File: src/rtl/core/orm_pkg.sv
// ----------------------------------------------------------------------------
// orm_pkg: shared types and constants of the rule match and rewrite unit
// Header, rule and pipeline payload layouts plus register and code names.
// ----------------------------------------------------------------------------
package orm_pkg;

	localparam int MAX_RULES = 6;
	localparam int ID_W      = 24;
	localparam int PROTO_W   = 3;
	localparam int CT_W      = 2;
	localparam int RULE_W    = 62;
	localparam int COUNT_W   = 3;
	localparam int IDX_W     = $clog2(MAX_RULES + 1);

	// Register indexes
	localparam logic [IDX_W-1:0] REG_RULE_COUNT = IDX_W'(0);
	localparam logic [IDX_W-1:0] REG_RULE_BASE  = IDX_W'(1);
	localparam logic [IDX_W-1:0] REG_RULE_LAST  = IDX_W'(MAX_RULES);

	// Rewrite codes for timeslot and call type
	localparam logic [1:0] TS_SLOT_ONE = 2'd1;
	localparam logic [1:0] TS_SLOT_TWO = 2'd2;
	localparam logic [1:0] CT_GROUP    = 2'd1;
	localparam logic [1:0] CT_PRIVATE  = 2'd2;

	localparam logic [CT_W-1:0] CALL_GROUP   = CT_W'(0);
	localparam logic [CT_W-1:0] CALL_PRIVATE = CT_W'(1);

	typedef struct packed {
		logic               reject;
		logic               src_wild;
		logic [PROTO_W-1:0] orig_proto;
		logic               dst_wild;
		logic [PROTO_W-1:0] dest_proto;
		logic               modify;
		logic [1:0]         ct_code;
		logic [1:0]         ts_code;
		logic [ID_W-1:0]    rw_target_id;
		logic [ID_W-1:0]    rw_source_id;
	} rule_t;

	typedef struct packed {
		logic [PROTO_W-1:0] orig_proto;
		logic [PROTO_W-1:0] dest_proto;
		logic               timeslot;
		logic [CT_W-1:0]    call_type;
		logic [ID_W-1:0]    source_id;
		logic [ID_W-1:0]    target_id;
	} hdr_t;

	// Header as it moves down the cell chain
	typedef struct packed {
		hdr_t hdr;
		logic permit;
		logic done;
	} pay_t;

	// Rule set as seen by the cell chain
	typedef struct packed {
		rule_t [MAX_RULES-1:0] rules;
		logic  [MAX_RULES-1:0] active;
	} ruleset_t;

endpackage

File: src/rtl/core/orm_hdr_if.sv
// ----------------------------------------------------------------------------
// orm_hdr_if: header input channel
// Valid/ready channel carrying one packet header per beat.
// ----------------------------------------------------------------------------
interface orm_hdr_if;
	logic                        valid;
	logic                        ready;
	logic [orm_pkg::PROTO_W-1:0] orig_proto;
	logic [orm_pkg::PROTO_W-1:0] dest_proto;
	logic                        timeslot;
	logic [orm_pkg::CT_W-1:0]    call_type;
	logic [orm_pkg::ID_W-1:0]    source_id;
	logic [orm_pkg::ID_W-1:0]    target_id;

	modport source (output valid, orig_proto, dest_proto, timeslot, call_type, source_id,
		target_id, input ready);
	modport sink (input valid, orig_proto, dest_proto, timeslot, call_type, source_id,
		target_id, output ready);
endinterface

File: src/rtl/core/orm_res_if.sv
// ----------------------------------------------------------------------------
// orm_res_if: result output channel
// Valid/ready channel carrying one rewritten header and permit bit per beat.
// ----------------------------------------------------------------------------
interface orm_res_if;
	logic                     valid;
	logic                     ready;
	logic                     permit;
	logic                     new_timeslot;
	logic [orm_pkg::CT_W-1:0] new_call_type;
	logic [orm_pkg::ID_W-1:0] new_source_id;
	logic [orm_pkg::ID_W-1:0] new_target_id;

	modport source (output valid, permit, new_timeslot, new_call_type, new_source_id,
		new_target_id, input ready);
	modport sink (input valid, permit, new_timeslot, new_call_type, new_source_id,
		new_target_id, output ready);
endinterface

File: src/rtl/core/orm_cfg_if.sv
// ----------------------------------------------------------------------------
// orm_cfg_if: configuration write channel
// Valid/ready channel carrying a register index and write data per beat.
// ----------------------------------------------------------------------------
interface orm_cfg_if;
	logic                       valid;
	logic                       ready;
	logic [orm_pkg::IDX_W-1:0]  index;
	logic [orm_pkg::RULE_W-1:0] data;

	modport source (output valid, index, data, input ready);
	modport sink (input valid, index, data, output ready);
endinterface

File: src/rtl/core/orm_cfg.sv
// ----------------------------------------------------------------------------
// orm_cfg: configuration register file
// Holds the rule count and rule words; derives the per-rule active mask.
// ----------------------------------------------------------------------------
module orm_cfg (
	input  logic              clk,
	input  logic              arst_n,
	orm_cfg_if.sink           cfg,
	output orm_pkg::ruleset_t ruleset
);

	logic [orm_pkg::COUNT_W-1:0]        count_q;
	orm_pkg::rule_t [orm_pkg::MAX_RULES-1:0] rules_q;
	logic [orm_pkg::COUNT_W-1:0]        limit;
	logic                               wr;
	logic [orm_pkg::IDX_W-1:0]          slot;

	assign cfg.ready = 1'b1;
	assign wr        = cfg.valid & cfg.ready;
	assign slot      = cfg.index - orm_pkg::REG_RULE_BASE;

	always_ff @(posedge clk or negedge arst_n) begin
		if (!arst_n) begin
			count_q <= '0;
			rules_q <= '0;
		end else if (wr) begin
			if (cfg.index == orm_pkg::REG_RULE_COUNT) begin
				count_q <= cfg.data[orm_pkg::COUNT_W-1:0];
			end else if (cfg.index <= orm_pkg::REG_RULE_LAST) begin
				rules_q[slot] <= orm_pkg::rule_t'(cfg.data);
			end
		end
	end

	// Saturate the count to the rules that exist
	assign limit = (count_q > orm_pkg::COUNT_W'(orm_pkg::MAX_RULES)) ?
		orm_pkg::COUNT_W'(orm_pkg::MAX_RULES) : count_q;

	always_comb begin
		ruleset.rules = rules_q;
		for (int i = 0; i < orm_pkg::MAX_RULES; i++) begin
			ruleset.active[i] = (orm_pkg::COUNT_W'(i) < limit);
		end
	end

endmodule

File: src/rtl/core/orm_cell.sv
// ----------------------------------------------------------------------------
// orm_cell: one rule cell of the chain
// Applies one rule to the passing header and registers it for the next cell.
// ----------------------------------------------------------------------------
module orm_cell (
	input  logic           clk,
	input  logic           arst_n,
	input  logic           en,
	input  logic           in_valid,
	input  orm_pkg::pay_t  in_pay,
	input  orm_pkg::rule_t rule,
	input  logic           active,
	output logic           out_valid,
	output orm_pkg::pay_t  out_pay
);

	logic          valid_q;
	orm_pkg::pay_t pay_q;
	orm_pkg::pay_t nxt;
	logic          hit;

	assign hit = active & ~in_pay.done
		& (rule.src_wild | (rule.orig_proto == in_pay.hdr.orig_proto))
		& (rule.dst_wild | (rule.dest_proto == in_pay.hdr.dest_proto));

	always_comb begin
		nxt = in_pay;
		if (hit && rule.modify) begin
			case (rule.ts_code)
				orm_pkg::TS_SLOT_ONE: nxt.hdr.timeslot = 1'b0;
				orm_pkg::TS_SLOT_TWO: nxt.hdr.timeslot = 1'b1;
				default:              nxt.hdr.timeslot = in_pay.hdr.timeslot;
			endcase
			case (rule.ct_code)
				orm_pkg::CT_GROUP:   nxt.hdr.call_type = orm_pkg::CALL_GROUP;
				orm_pkg::CT_PRIVATE: nxt.hdr.call_type = orm_pkg::CALL_PRIVATE;
				default:             nxt.hdr.call_type = in_pay.hdr.call_type;
			endcase
			if (rule.rw_source_id != '0) begin
				nxt.hdr.source_id = rule.rw_source_id;
			end
			if (rule.rw_target_id != '0) begin
				nxt.hdr.target_id = rule.rw_target_id;
			end
		end
		// Reject stops all later cells from touching this header
		if (hit && rule.reject) begin
			nxt.permit = 1'b0;
			nxt.done   = 1'b1;
		end
	end

	always_ff @(posedge clk or negedge arst_n) begin
		if (!arst_n) begin
			valid_q <= 1'b0;
		end else if (en) begin
			valid_q <= in_valid;
		end
	end

	always_ff @(posedge clk) begin
		if (en) begin
			pay_q <= nxt;
		end
	end

	assign out_valid = valid_q;
	assign out_pay   = pay_q;

endmodule

File: src/rtl/core/ordered_rule_match_rewrite_unit.sv
// ----------------------------------------------------------------------------
// ordered_rule_match_rewrite_unit: ordered rule match and header rewrite
// Runs each packet header through a chain of rule cells, one per rule.
// ----------------------------------------------------------------------------
// Usage:
//   hdr  - input channel, one packet header per beat.
//   res  - output channel, one result per header: permit bit plus the
//          header as it stands after every rewrite that took place.
//   cfg  - register writes: index 0 is the rule count, 1..MAX_RULES the
//          packed rules. Always ready. Write only while the chain is empty.
// From header beat to result beat, cell i evaluates rule i and registers the
// header for cell i+1; the last cell's register drives the result channel.
// Throughput is one header per cycle while the receiver takes results.
// A rejecting rule marks the header done, so later cells pass it untouched.
// Reset clears the rule count, the rules and all stage valid bits.
// When the receiver stalls with a result pending, the whole chain holds and
// hdr.ready drops; it resumes in the cycle the result beat is taken.
// ----------------------------------------------------------------------------
module ordered_rule_match_rewrite_unit (
	input  logic      clk,
	input  logic      arst_n,
	orm_hdr_if.sink   hdr,
	orm_res_if.source res,
	orm_cfg_if.sink   cfg
);

	orm_pkg::ruleset_t                     ruleset;
	logic          [orm_pkg::MAX_RULES:0]   stage_valid;
	orm_pkg::pay_t [orm_pkg::MAX_RULES:0]   stage_pay;
	logic                                   en;

	// Register file for the rule set
	orm_cfg u_cfg (
		.clk     (clk),
		.arst_n  (arst_n),
		.cfg     (cfg),
		.ruleset (ruleset)
	);

	// Advance the chain unless a finished result is waiting
	assign en        = ~res.valid | res.ready;
	assign hdr.ready = en;

	// Entry of the chain: fresh header, permitted, not yet decided
	assign stage_valid[0]              = hdr.valid;
	assign stage_pay[0].hdr.orig_proto = hdr.orig_proto;
	assign stage_pay[0].hdr.dest_proto = hdr.dest_proto;
	assign stage_pay[0].hdr.timeslot   = hdr.timeslot;
	assign stage_pay[0].hdr.call_type  = hdr.call_type;
	assign stage_pay[0].hdr.source_id  = hdr.source_id;
	assign stage_pay[0].hdr.target_id  = hdr.target_id;
	assign stage_pay[0].permit         = 1'b1;
	assign stage_pay[0].done           = 1'b0;

	// One cell per rule, in rule order
	for (genvar i = 0; i < orm_pkg::MAX_RULES; i++) begin : g_cell
		orm_cell u_cell (
			.clk       (clk),
			.arst_n    (arst_n),
			.en        (en),
			.in_valid  (stage_valid[i]),
			.in_pay    (stage_pay[i]),
			.rule      (ruleset.rules[i]),
			.active    (ruleset.active[i]),
			.out_valid (stage_valid[i+1]),
			.out_pay   (stage_pay[i+1])
		);
	end

	// Last cell's register is the output register
	assign res.valid         = stage_valid[orm_pkg::MAX_RULES];
	assign res.permit        = stage_pay[orm_pkg::MAX_RULES].permit;
	assign res.new_timeslot  = stage_pay[orm_pkg::MAX_RULES].hdr.timeslot;
	assign res.new_call_type = stage_pay[orm_pkg::MAX_RULES].hdr.call_type;
	assign res.new_source_id = stage_pay[orm_pkg::MAX_RULES].hdr.source_id;
	assign res.new_target_id = stage_pay[orm_pkg::MAX_RULES].hdr.target_id;

	logic [orm_pkg::MAX_RULES-1:0] reject_active;
	always_comb begin
		for (int i = 0; i < orm_pkg::MAX_RULES; i++) begin
			reject_active[i] = ruleset.rules[i].reject & ruleset.active[i];
		end
	end

	// A rejected result needs at least one active reject rule
	a_reject_needs_rule: assert property (@(posedge clk) disable iff (!arst_n)
		res.valid && !res.permit |-> reject_active != '0)
		else $error("reject without an active reject rule");

	// With no active rule every header is permitted
	a_empty_permits: assert property (@(posedge clk) disable iff (!arst_n)
		res.valid && ruleset.active == '0 |-> res.permit)
		else $error("reject with an empty rule set");

	// Permit and the done mark agree at the chain end
	a_done_matches_permit: assert property (@(posedge clk) disable iff (!arst_n)
		res.valid |-> (stage_pay[orm_pkg::MAX_RULES].done == !res.permit))
		else $error("done mark and permit disagree");

	// A header accepted with the chain moving reaches the first cell register
	a_entry_advances: assert property (@(posedge clk) disable iff (!arst_n)
		hdr.valid && hdr.ready |=> stage_valid[1])
		else $error("accepted header lost at chain entry");

endmodule
File: src/flat_wrapper.sv
// flat-port wrapper written by rule: the top's interface ports become plain ports
module ordered_rule_match_rewrite_unit_flat 
  (clk, arst_n, hdr_valid, hdr_orig_proto, hdr_dest_proto, hdr_timeslot, hdr_call_type, hdr_source_id, hdr_target_id, hdr_ready, res_valid, res_permit, res_new_timeslot, res_new_call_type, res_new_source_id, res_new_target_id, res_ready, cfg_valid, cfg_index, cfg_data, cfg_ready);
  orm_hdr_if hdr_i ();
  orm_res_if res_i ();
  orm_cfg_if cfg_i ();
  input  logic clk;
  input  logic arst_n;
  input wire logic [$bits(hdr_i.valid)-1:0] hdr_valid;
  input wire logic [$bits(hdr_i.orig_proto)-1:0] hdr_orig_proto;
  input wire logic [$bits(hdr_i.dest_proto)-1:0] hdr_dest_proto;
  input wire logic [$bits(hdr_i.timeslot)-1:0] hdr_timeslot;
  input wire logic [$bits(hdr_i.call_type)-1:0] hdr_call_type;
  input wire logic [$bits(hdr_i.source_id)-1:0] hdr_source_id;
  input wire logic [$bits(hdr_i.target_id)-1:0] hdr_target_id;
  output wire logic [$bits(hdr_i.ready)-1:0] hdr_ready;
  output wire logic [$bits(res_i.valid)-1:0] res_valid;
  output wire logic [$bits(res_i.permit)-1:0] res_permit;
  output wire logic [$bits(res_i.new_timeslot)-1:0] res_new_timeslot;
  output wire logic [$bits(res_i.new_call_type)-1:0] res_new_call_type;
  output wire logic [$bits(res_i.new_source_id)-1:0] res_new_source_id;
  output wire logic [$bits(res_i.new_target_id)-1:0] res_new_target_id;
  input wire logic [$bits(res_i.ready)-1:0] res_ready;
  input wire logic [$bits(cfg_i.valid)-1:0] cfg_valid;
  input wire logic [$bits(cfg_i.index)-1:0] cfg_index;
  input wire logic [$bits(cfg_i.data)-1:0] cfg_data;
  output wire logic [$bits(cfg_i.ready)-1:0] cfg_ready;
  assign hdr_i.valid = hdr_valid;
  assign hdr_i.orig_proto = hdr_orig_proto;
  assign hdr_i.dest_proto = hdr_dest_proto;
  assign hdr_i.timeslot = hdr_timeslot;
  assign hdr_i.call_type = hdr_call_type;
  assign hdr_i.source_id = hdr_source_id;
  assign hdr_i.target_id = hdr_target_id;
  assign hdr_ready = hdr_i.ready;
  assign res_valid = res_i.valid;
  assign res_permit = res_i.permit;
  assign res_new_timeslot = res_i.new_timeslot;
  assign res_new_call_type = res_i.new_call_type;
  assign res_new_source_id = res_i.new_source_id;
  assign res_new_target_id = res_i.new_target_id;
  assign res_i.ready = res_ready;
  assign cfg_i.valid = cfg_valid;
  assign cfg_i.index = cfg_index;
  assign cfg_i.data = cfg_data;
  assign cfg_ready = cfg_i.ready;
  ordered_rule_match_rewrite_unit u_core (.clk(clk), .arst_n(arst_n), .hdr(hdr_i), .res(res_i), .cfg(cfg_i));
endmodule
File: config.mk
export PLATFORM = sky130hd
export DESIGN_NAME = ordered_rule_match_rewrite_unit_flat
export DESIGN_NICKNAME = d
export VERILOG_FILES = /design/src/rtl/core/orm_pkg.sv /design/src/rtl/core/orm_hdr_if.sv /design/src/rtl/core/orm_res_if.sv /design/src/rtl/core/orm_cfg_if.sv /design/src/rtl/core/orm_cfg.sv /design/src/rtl/core/orm_cell.sv /design/src/rtl/core/ordered_rule_match_rewrite_unit.sv /design/src/flat_wrapper.sv
export SDC_FILE = /design/constraint.sdc
export NUM_CORES = 1
export LEC_CHECK = 0
export BUFFER_PORTS_ARGS = -buffer_cell sky130_fd_sc_hd__buf_2
export CORE_MARGIN = 2
export CORE_UTILIZATION = 60
export CTS_BUF_LIST = sky130_fd_sc_hd__clkbuf_2 sky130_fd_sc_hd__clkbuf_4 sky130_fd_sc_hd__clkbuf_8
export CTS_CLUSTER_SIZE = 40
export DETAILED_ROUTE_END_ITERATION = 7
export PLACE_DENSITY = 0.79
export SLEW_MARGIN = 20
export SYNTH_ARGS = -nofsm -noshare
export SYNTH_HDL_FRONTEND = slang
export SYNTH_SLANG_ARGS = --single-unit
File: constraint.sdc
create_clock -name clk -period 13.3 [get_ports clk]
set_input_delay 0 -clock clk [delete_from_list [all_inputs] [get_ports clk]]
set_output_delay 0 -clock clk [all_outputs]
set_load 0.005 [all_outputs]
-- Word-level counts from Yosys, hierarchy flattened
Index checks and enable logic that the tools add are counted.
- bits in registers: 728
- input port bits: 127
- output and inout bits: 55
- word-level logic and storage cells: 259
- $add $sub $neg: 1
- $lt $le $gt $ge: 10
- eq/ne operators: 36
- multiplexer cells: 35
- bitwise gates (word level): 37
- reductions and logical operators: 28
- operator list (cell ; count):
    $bwmux W372 ; 1
    $mux W51 ; 6
    $mux W24 ; 12
    $reduce_bool A24 Y1 ; 12
    $demux W62 S3 ; 1
    $mux W62 ; 1
    $eq A3 B3 Y1 ; 12
    $eq A2 B1 Y1 const B ; 12
    $eq A2 B2 Y1 const B ; 12
    $pmux W2 S2 ; 6
    $and A1 B1 Y1 ; 17
    $logic_and A1 B1 Y1 ; 13
    $or A1 B1 Y1 ; 13
    $pmux W1 S2 ; 6
    $not A1 Y1 ; 7
    $lt A1 B3 Y1 const A ; 2
    $lt A2 B3 Y1 const A ; 2
    $lt A3 B3 Y1 const A ; 2
    $lt A3 B4 Y1 const B ; 1
    $ge A3 B1 Y1 const B ; 1
    $gt A3 B3 Y1 const B ; 1
    $le A3 B3 Y1 const B ; 1
    $logic_not A3 Y1 ; 1
    $mux W3 ; 1
    other kinds (4) ; 4

-- Logic depth before layout (Yosys ltp)
Gate-level depths: netlist (run 1).
- depth in word-level cells: 8
- mapped depth: 9
- mapped depth without buffers: 7

-- Cells and area by module
From an unflattened synthesis (run 1), not the netlist that was laid out.
- cell total of the unflattened synthesis: 1797
- area total of the unflattened synthesis: 30237.8 um^2
- by module, submodules not included (module ; instances ; cells each ; area an instance (um^2) ; seq. area each (um^2)):
    orm_cell ; 6 ; 163 ; 2628.8 ; 1796.7
    orm_cfg ; 1 ; 816 ; 14451.4 ; 9384.0
    ordered_rule_match_rewrite_unit ; 1 ; 3 ; 13.8 ; 0.0

-- Worst setup path before layout (run 1)
OpenSTA, ideal clock, no wires.
- path type: flip-flop to flip-flop
- start point: register u_core.g_cell[5].u_cell.valid_q
- end point: register u_core.g_cell[0].u_cell.valid_q
- library setup time: 0.118 ns
- arrival time: 11.408 ns
- required time: 13.182 ns
- path slack: 1.774 ns
- cell stages (with the launch flop): 4
- path buffers: 1
- clock period less this slack: 11.526 ns
- cell sequence: dfrtp_1 -> nand2b_1 -> clkbuf_1 -> mux2_2
- word-level cells in the longest chain between the ends: 2
- RTL lines (element ; line ; source):
    from (decl) ; orm_cell.sv:17 ; logic valid_q;
    from (signal assigned) ; orm_cell.sv:57 ; valid_q <= in_valid;
    $not A1 Y1 ; ordered_rule_match_rewrite_unit.sv:41 ; assign en = ~res.valid | res.ready;
    $or A1 B1 Y1 ; ordered_rule_match_rewrite_unit.sv:41 ;
    named net hdr_ready ; flat_wrapper.sv:16 ; output wire logic [$bits(hdr_i.ready)-1:0] hdr_ready;
    to (signal assigned) ; orm_cell.sv:57 ;
    to (decl) ; orm_cell.sv:17 ;
The timed path passes the listed nets, and every way through them passes these cells.
A chain may end at the register's enable or synchronous reset.

-- Worst setup path after layout (run 1)
- start point: register u_core.g_cell[5].u_cell.valid_q
- end point: output hdr_ready
- word-level cells in the longest chain between the ends: 2
- RTL lines (element ; line):
    $not A1 Y1 ; ordered_rule_match_rewrite_unit.sv:41
    $or A1 B1 Y1 ; ordered_rule_match_rewrite_unit.sv:41
    to (decl) ; flat_wrapper.sv:16
Every way passes these cells.

==> results.md, run 1 <==
* Syn_nets at ~1900
* CTS tree: yes
* Clock power share at roughly 28%
* Status: finished, final reports clean
* Starting Density at 61.1%
* Clk_lat worst skew at 0.69 ns
* Worst setup EP type: output port
* Critical Path RT at ~13 ns
* Seq/Total Area, Yosys at between 60% and 70%
* Clk pin slew, worst setup/hold paths at 0.06 ns
* Global-route wire length before repair at 98500 um
* Final ANT Viol Nets at 0
* Layout Cells excl Fill at 2875
* Pleak at 14.1 nW
* Final Hold Fails at 0
* Yosys top cell by area: edfxtp_1
* Sw frac at 26.3%
* Post-synthesis mux area share at 25.7%
* Top cells by area, synth: edfxtp_1 (35%), dfrtp_1 (32%), mux2_2 (24%)
* Logic pwr share at 19.1%
* Critical path class: reg2out
* Startpoint types: register
* Global-route usage over all layers at 25.1%
* Placeable core area at 49200 um^2
* Via density at 5.73
* Max Cap Viol at 0
* PD cells at 200 nW/um^2
* Post-synthesis compound-gate area fraction at 1.18%
* Post-synth EDFFs at 347
* Die Width at between 200 and 250 um
* CTS Buf Count at 114
* Combinational family with the most area after synthesis: multiplexers
* Dpl cells at 2531
* Slew @ Worst Pin at around 1.1 ns
* Nets at ~2300
* Initial antenna violation count at 0
* CP max FO at 86
* GR Overflow Total at 0
* Synthesized area at 30000 um^2
* Crit path launch: u_core.g_cell[5].u_cell.out_valid$_DFFE_PN0P_
* Ports at 182
* Reg2Reg Setup Slack at 10.09 ns
* Fillcell total at roughly 3000
* Psw at 1.85 mW
* Drt pass-1 iters at 5
* Mapped Avg Cell Area at 17.3 um^2
* Clk buf depth at 3
* Clock Skew at 0.0327 ns
* CTS Sinks at around 730
* Worst R2R Path Depth at 3
* RSZ-0062 raised after global routing: false
* Reg-to-Reg End: u_core.g_cell[4].u_cell.out_pay[31]$_DFFE_PP_
* Largest net degree at the start of global routing at 126
* Area growth syn-to-layout at 17.5%
* Post-synth ARST share at 52.3%
* Total wire length at between 60000 and 70000 um
* Slew Limit Fails at 0
* Mapped Cells at 1736
* Hold_buf cts at around 130
* H-tree depth at 3
* Adder-cell share of the synthesized area at 0.625%
* Synth Flop Type: dfrtp_1
* Final setup viols at 0
* RePlAce Congestion at 0.774
* Via count at ~16000
* Detail Placement HPWL at 40000 um
* Root Driver: clkbuf_8
* Post-layout min period at 3.76 ns
* Iter 0 DRT Violations at 990
* Most instantiated cells after synthesis: mux2_2 (629), dfrtp_1 (381), edfxtp_1 (347)
* WL/cell at roughly 22 um
* N_diodes at 0
* Count leader, synth: mux2_2
* CP endpoint: hdr_ready
* Maximum vdd drop at 0.118 mV
* Seq cells post-synth at 728
* Post-CTS sizing at 0
* Netlist cell types at ~50
* Pint at 5.20 mW
* Sequential fraction of design power at 53.4%
* Layout cells sized above 1 at 49.6%
* Setup Buffers After CTS at 0
* RR Startpoint: u_core.g_cell[5].u_cell.out_valid$_DFFE_PN0P_
* Synth warnings at 0
* Setup_tns at 0 ns
* Die area at approximately 52000 um^2
* Area share of the largest cell type after synthesis at 34.7%
* Buffers on Ports at 180
* Vias in the first global route at 17600
* Final period util at 28.3%
* Die height at 228 um
* Post-Synth XOR/XNOR Area at 1.08%
* Worst Hold Class: in2async
* Simple-gate share of the synthesized area at 3.18%
* Core Rows at 81
* DRC viols at 0
* Slew HR at 28.1%
* Crit path DAT at roughly 3.8 ns
* Fmax at between 200 and 300 MHz
## through the flow
step	hold WS [ns]	total power, mW	instance area, um^2	utilization (%)	setup slack [ns]
after global routing	0.0349	7.40	35300	71.8	9.25
final	0.0378	7.05	35300	71.8	9.54
after global placement	0.181	5.01	31500	64.1	9.88
after CTS	0.000806	7.09	35200	71.6	9.15
after floorplan	-0.296	4.72	30000	-	1.77
after detailed placement	0.186	5.11	31500	64.1	9.79
## area by class of cell
cell class	instances	area, um^2	share of cell area (%)
inverters	17	63.8	0.181
multi-input cells	922	9610	27.2
clock inverters	25	169	0.479
flip-flops and latches	728	20000	56.6
well taps	664	831	2.36
repair buffers	331	2410	6.85
clock buffers	188	2240	6.34
## sequential cells by signal, summed over array words and instances, names as in the netlist
signal,count
u_core.u_cfg.count_q,3
u_core.u_cfg.ruleset,372
u_core.g_cell.u_cell.out_pay,347
u_core.g_cell.u_cell.out_valid,6
## how the worst min path moves through the flow
| stage | from | slack (ns) | endpoint |
|---|---|---|---|
| after floorplan | arst_n | -0.30 | u_core.g_cell[0].u_cell.out_valid$_DFFE_PN0P_ |
| after global placement | arst_n | 0.18 | u_core.u_cfg.ruleset[360]$_DFFE_PN0P_ |
| after detailed placement | arst_n | 0.19 | u_core.u_cfg.ruleset[362]$_DFFE_PN0P_ |
| after CTS | cfg_index[1] | 0.0008 | u_core.u_cfg.count_q[0]$_DFFE_PN0P_ |
| after global routing | hdr_dest_proto[0] | 0.03 | u_core.g_cell[0].u_cell.out_pay[53]$_DFFE_PP_ |
| final | arst_n | 0.04 | u_core.u_cfg.ruleset[361]$_DFFE_PN0P_ |
## power by group through the flow
stage	logic, mW	clock network (mW)	registers (mW)
3_3_place_gp	1.26	0	3.75
4_1_cts	1.36	1.97	3.76
5_1_grt	1.47	2.08	3.85
3_5_place_dp	1.31	0	3.79
6_report	1.35	1.94	3.77
2_1_floorplan	0.975	0	3.75
## per-layer routing
metal | up-vias | global-route usage, % | part of all wire [%]
li1 | 7383 | - | -
met1 | 8597 | 32.9 | 43
met2 | 391 | 42.3 | 50
met3 | 108 | 4.27 | 4.1
met4 | 0 | 9.34 | 2.7
met5 | - | 0 | 0
## cells in the final DEF, fill, tap and decap left out, types with 13 or more instances in the layout
cell type / instances
mux2_2: 629
dfrtp_1: 381
edfxtp_1: 347
buf_2: 179
clkbuf_8: 132
dlygate4sd3_1: 129
nor4_1: 71
clkbuf_4: 56
mux2_4: 40
xnor2_1: 33
buf_4: 18
inv_1: 17
nor2_1: 16
ha_1: 15
nand2_1: 13
## cells by family after synthesis
| group | after synthesis |
|---|---|
| DFF | 728 |
| muxes | 673 |
| and+or+nand+nor | 158 |
| buffers and inverters | 86 |
| AOI/OAI and AO/OA | 38 |
| xor gates and xnor gates | 37 |
| adders and majority gates | 15 |
| other | 1 |
## critical path: stages (launching register included)
cell	delay (ns)
dfrtp_1	0.40
nand2b_4	0.71
buf_4	0.84
buf_6	0.71
buf_2	0.25
Power figures use the tool's default switching activity.
==> inputs of run 2 (changes only) <==
Settings changed: CORE_UTILIZATION 60 to 57, PLACE_DENSITY 0.79 to 0.78.
Clock period 13.3 ns to 3.4 ns, I/O delays scaled along.
==> run 2 against run 1 <==
Against the previous run:
- sequential cell count unchanged
- worst hold slack improved by 0.039 ns
- largest power group unchanged
- die area grew 5.2%
- sequential power rose to 3.9 times the previous value
- non-clock buffer count grew 19
==> results.md, run 2 (synthesized netlist as in run 1, its figures left out) <==
* Status: finished, final reports clean (unchanged)
* Starting Density at 57.3% (was 61.1%)
* Post-layout min period at 2.80 ns
* Post-layout util at 68.0% (was 71.8%)
* Clk pin slew, worst setup/hold paths at 0.06 ns (about the same)
* Maximum vdd drop at 0.386 mV (was 0.118 mV)
* H-tree depth at 3 (unchanged)
* Global-route wire length before repair at 99100 um (was 98500 um)
* GR Overflow Total at 0 (unchanged)
* Startpoint types: register (unchanged)
* Power Total at 27.6 mW (was 7.05 mW)
* CP top delay family: simple AND/OR/NAND/NOR gates (was buffers and inverters)
* Via density at 5.68 (was 5.73)
* Layout cells sized above 1 at 50.0% (was 49.6%)
* Global-route usage over all layers at 24.1% (was 25.1%)
* Final worst-path setup slack at 0.595 ns (was 9.54 ns)
* Place WS at 0.546 ns (was 9.79 ns)
* Slew @ Worst Pin at 0.945 ns (was 1.08 ns)
* PD cells at 776 nW/um^2 (was 200 nW/um^2)
* CTS Sinks at 728 (unchanged)
* Cell Area, Placed at 31900 um^2 (was 31500 um^2)
* Clk buf depth at 3 (unchanged)
* Final period util at between 80% and 90%
* Fillcell total at 3488 (was 3003)
* Crit path buf inv count at 1 (was 3)
* Setup Buffers After CTS at 0 (unchanged)
* CTS tree: yes (unchanged)
* Clk_lat worst skew at 0.70 ns (was 0.69 ns)
* Root Driver: clkbuf_8 (unchanged)
* RePlAce Congestion at 0.790 (was 0.774)
* Die area at 54500 um^2 (was 51800 um^2)
* DRC viols at 0 (unchanged)
* Nets at 2273 (was 2256)
* Total wire length at 64500 um (was 63200 um)
* CTS Buf Count at 112 (was 114)
* Buffers on Ports at 180 (unchanged)
* RSZ-0062 raised after global routing: false (unchanged)
* Drt pass-1 iters at 5 (unchanged)
* Critical path class: reg2reg (was reg2out)
* Vias in the first global route at 17900 (was 17600)
* Area growth syn-to-layout at 18.5% (was 17.5%)
* Critical Path RT at 3.83 ns (was 13.30 ns)
* Final ANT Viol Nets at 0 (unchanged)
* CP max FO at 18 (was 86)
* Largest net degree at the start of global routing at 117 (was 126)
* Final Hold Fails at 0 (unchanged)
* Iter 0 DRT Violations at 987 (was 990)
* Slew HR at 36.9% (was 28.1%)
* Placeable core area at 52300 um^2 (was 49200 um^2)
* Detail Placement HPWL at 41900 um (was 40000 um)
* CP max-delay cell: or4b_1 (was buf_4)
* Worst setup EP type: register (was output port)
* Fmax at 357 MHz
* Max Cap Viol at 0 (unchanged)
* Slew Limit Fails at 0 (unchanged)
* Clock Skew at 0.0335 ns (was 0.0327 ns)
* Die height at 233 um (was 228 um)
* Pleak at 14.2 nW (was 14.1 nW)
* Worst Hold Class: in2reg (was in2async)
* Setup_tns at 0 ns (unchanged)
* Max incr delay on CP at 0.80 ns (was 0.84 ns)
* Most frequent cells in the layout: mux2_2 (629), dfrtp_1 (381), edfxtp_1 (347), buf_2 (179), clkbuf_8 (133) (was mux2_2 (629), dfrtp_1 (381), edfxtp_1 (347), buf_2 (179), clkbuf_8 (132))
* Core Rows at 84 (was 81)
* WL/cell at 22.1 um (was 22.0 um)
* Most common cell after layout, fill and taps aside: mux2_2 (unchanged)
* Ports at 182 (unchanged)
* Crit path DAT at 3.24 ns (was 3.76 ns)
* Design area at 35600 um^2 (was 35300 um^2)
* Die Width at 233 um (was 228 um)
* Via count at 16600 (was 16500)
* Initial antenna violation count at 3 (was 0)
* Crit-path cells: xnor2_1 > a31oi_1 > or4b_1 > a31oi_4 > buf_4 > mux2_2 (was nand2b_4 > buf_4 > buf_6 > buf_2)
* Largest register FFs at 372 (unchanged)
* Final setup viols at 0 (unchanged)
## run 2: cell count changes in the layout (fill, tap and decap cells not counted), sizes merged
cell      previous run  this run
buf                202       221
bufinv               2         1
clkbuf             188       184
clkinvlp             1         0
diode                0         2
## run 2: cell type report
class                      instances  area, um^2  area share (%)
clock inverter                    23         144           0.405
sequential                       728       20000            56.1
tap                              688         861            2.42
antenna                            2        5.00          0.0141
clock buffer                     184        2210            6.22
timing repair buffer             350        2730            7.68
inverter                          17        63.8           0.179
multi-input combinational        922        9600            27.0
## run 2: layer usage
layer / global-route usage [%] / routed length [um] / up-vias
li1: - / - / 7402
met1: 30.8 / 27000 / 8584
met2: 39.6 / 31700 / 423
met3: 4.86 / 2990 / 138
met4: 11.4 / 2730 / 4
met5: 0 / 29 / -
## run 2: report_power, final
part | switching, mW | total (mW) | internal [mW]
combinational | 2.30 | 5.41 | 3.10
sequential | 1.71 | 14.7 | 13.0
clock | 3.29 | 7.46 | 4.18
total | 7.30 | 27.6 | 20.3
## run 2: what timing repair did
item | in CTS | in global routing
endpoints found under the hold margin | 544 | 42
hold buffers | 128 | 1
gates resized for setup | 0 | 0
## run 2: final timing paths
kind | startpoint | endpoint | slack [ns] | depth (start not counted)
worst max-delay path | u_core.u_cfg.ruleset[60]$_DFFE_PN0P_ | u_core.g_cell[0].u_cell.out_pay[15]$_DFFE_PP_ | 0.60 | 6
worst min-delay path | hdr_valid | u_core.g_cell[0].u_cell.out_valid$_DFFE_PN0P_ | 0.08 | 3
worst max register to register | u_core.u_cfg.ruleset[60]$_DFFE_PN0P_ | u_core.g_cell[0].u_cell.out_pay[15]$_DFFE_PP_ | 0.60 | 6
worst min register to register | u_core.g_cell[4].u_cell.out_valid$_DFFE_PN0P_ | u_core.g_cell[5].u_cell.out_valid$_DFFE_PN0P_ | 0.46 | 1
max in group asynchronous | arst_n | u_core.u_cfg.ruleset[57]$_DFFE_PN0P_ | 1.92 | 5
min in group asynchronous | arst_n | u_core.u_cfg.ruleset[216]$_DFFE_PN0P_ | 0.37 | 3
## run 2: worst min-delay path, cell delays in order
cell and delay [ns]:
dlygate4sd3_1 0.51, buf_2 0.09, mux2_2 0.12
## run 2: stage by stage
step	std cells	hold WS [ns]
detailed placement	2575	0.190
floorplan	1736	-0.296
global route	2913	0.0326
global placement	2575	0.171
finish	2914	0.0772
CTS	2910	0.0157
==> inputs of run 3 (changes only) <==
Clock period 3.4 ns to 2.53 ns, I/O delays scaled along.
==> run 3 against run 2 <==
Against the previous run:
- maximum frequency grew 11%
- critical endpoint is now u_core.g_cell[0].u_cell.out_pay[41]$_DFFE_PP_
- cell area grew 2.4%
- core utilization is 1.6 points higher
- clock skew increased by 0.010 ns
- sequential cell count unchanged
- cell count rose by 1.6%
- critical path depth rose by 1
==> results.md, run 3 (synthesized netlist as in run 1, its figures left out) <==
* Die Width at 233 um (unchanged)
* Clk pin slew, worst setup/hold paths at 0.06 ns (about the same)
* RSZ-0062 raised after global routing: true (was false)
* Initial antenna violation count at 1 (was 3)
* Max incr delay on CP at 0.56 ns (was 0.80 ns)
* Starting Density at 57.3% (unchanged)
* Setup_tns at 0 ns (unchanged)
* WL/cell at 22.5 um (was 22.1 um)
* Iter 0 DRT Violations at 1047 (was 987)
* Final ANT Viol Nets at 0 (unchanged)
* Nets at 2314 (was 2273)
* Global-route usage over all layers at 24.2% (was 24.1%)
* Power Total at 38.0 mW (was 27.6 mW)
* Ports at 182 (unchanged)
* Post-layout util at 69.6% (was 68.0%)
* Critical path class: reg2reg (unchanged)
* Largest register FFs at 372 (unchanged)
* Final Hold Fails at 0 (unchanged)
* DRC viols at 0 (unchanged)
* Hold slack at 0.0532 ns (was 0.0772 ns)
* Placeable core area at 52300 um^2 (unchanged)
* N_diodes at 0 (was 2)
* Vias in the first global route at 17800 (was 17900)
* Post-layout min period at 2.52 ns (was 2.80 ns)
* Crit-path cells: xnor2_1 > a31oi_2 > or4b_1 > buf_6 > a31oi_4 > buf_12 > mux2_2 (was xnor2_1 > a31oi_1 > or4b_1 > a31oi_4 > buf_4 > mux2_2)
* Pleak at 14.7 nW (was 14.2 nW)
* GR Overflow Total at 0 (unchanged)
* Max Cap Viol at 0 (unchanged)
* Slew Limit Fails at 0 (unchanged)
* CP max-delay cell: or4b_1 (unchanged)
* CP max FO at 12 (was 18)
* Area growth syn-to-layout at 21.3% (was 18.5%)
* Die height at 233 um (unchanged)
* Core Rows at 84 (unchanged)
* Clk buf depth at 3 (unchanged)
* H-tree depth at 3 (unchanged)
* Slew @ Worst Pin at 0.710 ns (was 0.945 ns)
* Buffers on Ports at 180 (unchanged)
* Die area at 54500 um^2 (unchanged)
* Crit path DAT at 2.98 ns (was 3.24 ns)
* Layout cells sized above 1 at 51.9% (was 50.0%)
* Worst Hold Class: in2reg (unchanged)
* Critical Path RT at 2.99 ns (was 3.83 ns)
* Most common cell after layout, fill and taps aside: mux2_2 (unchanged)
* Slew HR at 52.7% (was 36.9%)
* Via density at 5.69 (was 5.68)
* CTS Buf Count at 114 (was 112)
* Detail Placement HPWL at 42600 um (was 41900 um)
* Crit path buf inv count at 2 (was 1)
* CP top delay family: simple AND/OR/NAND/NOR gates (unchanged)
* PD cells at 1040 nW/um^2 (was 776 nW/um^2)
* Root Driver: clkbuf_8 (unchanged)
* Startpoint types: register (unchanged)
* Clock Skew at 0.0435 ns (was 0.0335 ns)
* Drt pass-1 iters at 5 (unchanged)
* Most frequent cells in the layout: mux2_2 (618), dfrtp_1 (381), edfxtp_1 (347), buf_2 (179), clkbuf_8 (137) (was mux2_2 (629), dfrtp_1 (381), edfxtp_1 (347), buf_2 (179), clkbuf_8 (133))
* RePlAce Congestion at 0.798 (was 0.790)
* Via count at 16800 (was 16600)
* Clk_lat worst skew at 0.72 ns (was 0.70 ns)
* Status: finished, final reports clean (unchanged)
* CTS Sinks at 728 (unchanged)
* Worst setup EP type: register (unchanged)
* Largest net degree at the start of global routing at 79 (was 117)
* Fillcell total at 3348 (was 3488)
* Total wire length at 66800 um (was 64500 um)
* Maximum vdd drop at 0.516 mV (was 0.386 mV)
* Final setup viols at 0 (unchanged)
* Global-route wire length before repair at 99700 um (was 99100 um)
* Final period util at 99.7% (was 82.5%)
* CTS tree: yes (unchanged)
* Fmax at 396 MHz (was 357 MHz)
run 3: final timing paths:
check | from | end | slack (ns) | depth (start not counted)
setup / recovery | u_core.u_cfg.ruleset[60]$_DFFE_PN0P_ | u_core.g_cell[0].u_cell.out_pay[41]$_DFFE_PP_ | 0.006 | 7
hold / removal | hdr_orig_proto[1] | u_core.g_cell[0].u_cell.out_pay[57]$_DFFE_PP_ | 0.05 | 2
setup reg to reg | u_core.u_cfg.ruleset[60]$_DFFE_PN0P_ | u_core.g_cell[0].u_cell.out_pay[41]$_DFFE_PP_ | 0.006 | 7
hold reg to reg | u_core.g_cell[4].u_cell.out_valid$_DFFE_PN0P_ | u_core.g_cell[5].u_cell.out_valid$_DFFE_PN0P_ | 0.46 | 1
max in group asynchronous | arst_n | u_core.u_cfg.ruleset[358]$_DFFE_PN0P_ | 1.24 | 4
min in group asynchronous | arst_n | u_core.u_cfg.ruleset[279]$_DFFE_PN0P_ | 0.43 | 3
run 3: power by group:
group	leakage [nW]	internal [mW]	switching, mW
combinational	5.22	4.54	3.24
clock	1.34	5.84	4.58
sequential	8.10	17.5	2.36
total	14.7	27.9	10.2
run 3: metrics by stage:
step | area (um^2) | setup WS [ns] | instances
after CTS | 36100 | 0.0134 | 2952
final | 36400 | 0.00636 | 2962
after global placement | 32300 | 0.0656 | 2607
after global routing | 36400 | -0.0396 | 2962
after floorplan | 30000 | 0.0118 | 1736
after detailed placement | 32300 | 0.0282 | 2607
run 3: layer usage:
metal,track usage (%),wire length (um),vias up,part of all wire (%)
met1,30.9,27800,8784,42
met5,0,0,-,0
li1,-,-,7478,-
met3,3.83,2850,124,4.3
met2,41.4,34100,457,51
met4,9.63,2020,0,3.0
run 3: what timing repair did:
action	in CTS	in global routing
gates resized for setup	0	32
buffers inserted	0	2
hold buffers	127	0
hold endpoints to repair	817	0
setup endpoints to repair	0	129
run 3: area by class of cell:
cell class	instances	area, um^2	share of cell area [%]
well taps	688	861	2.36
inverters	17	63.8	0.175
repair buffers	389	3320	9.12
flip-flops and latches	728	20000	54.8
multi-input cells	922	9730	26.7
clock inverters	34	246	0.677
clock buffers	184	2240	6.15
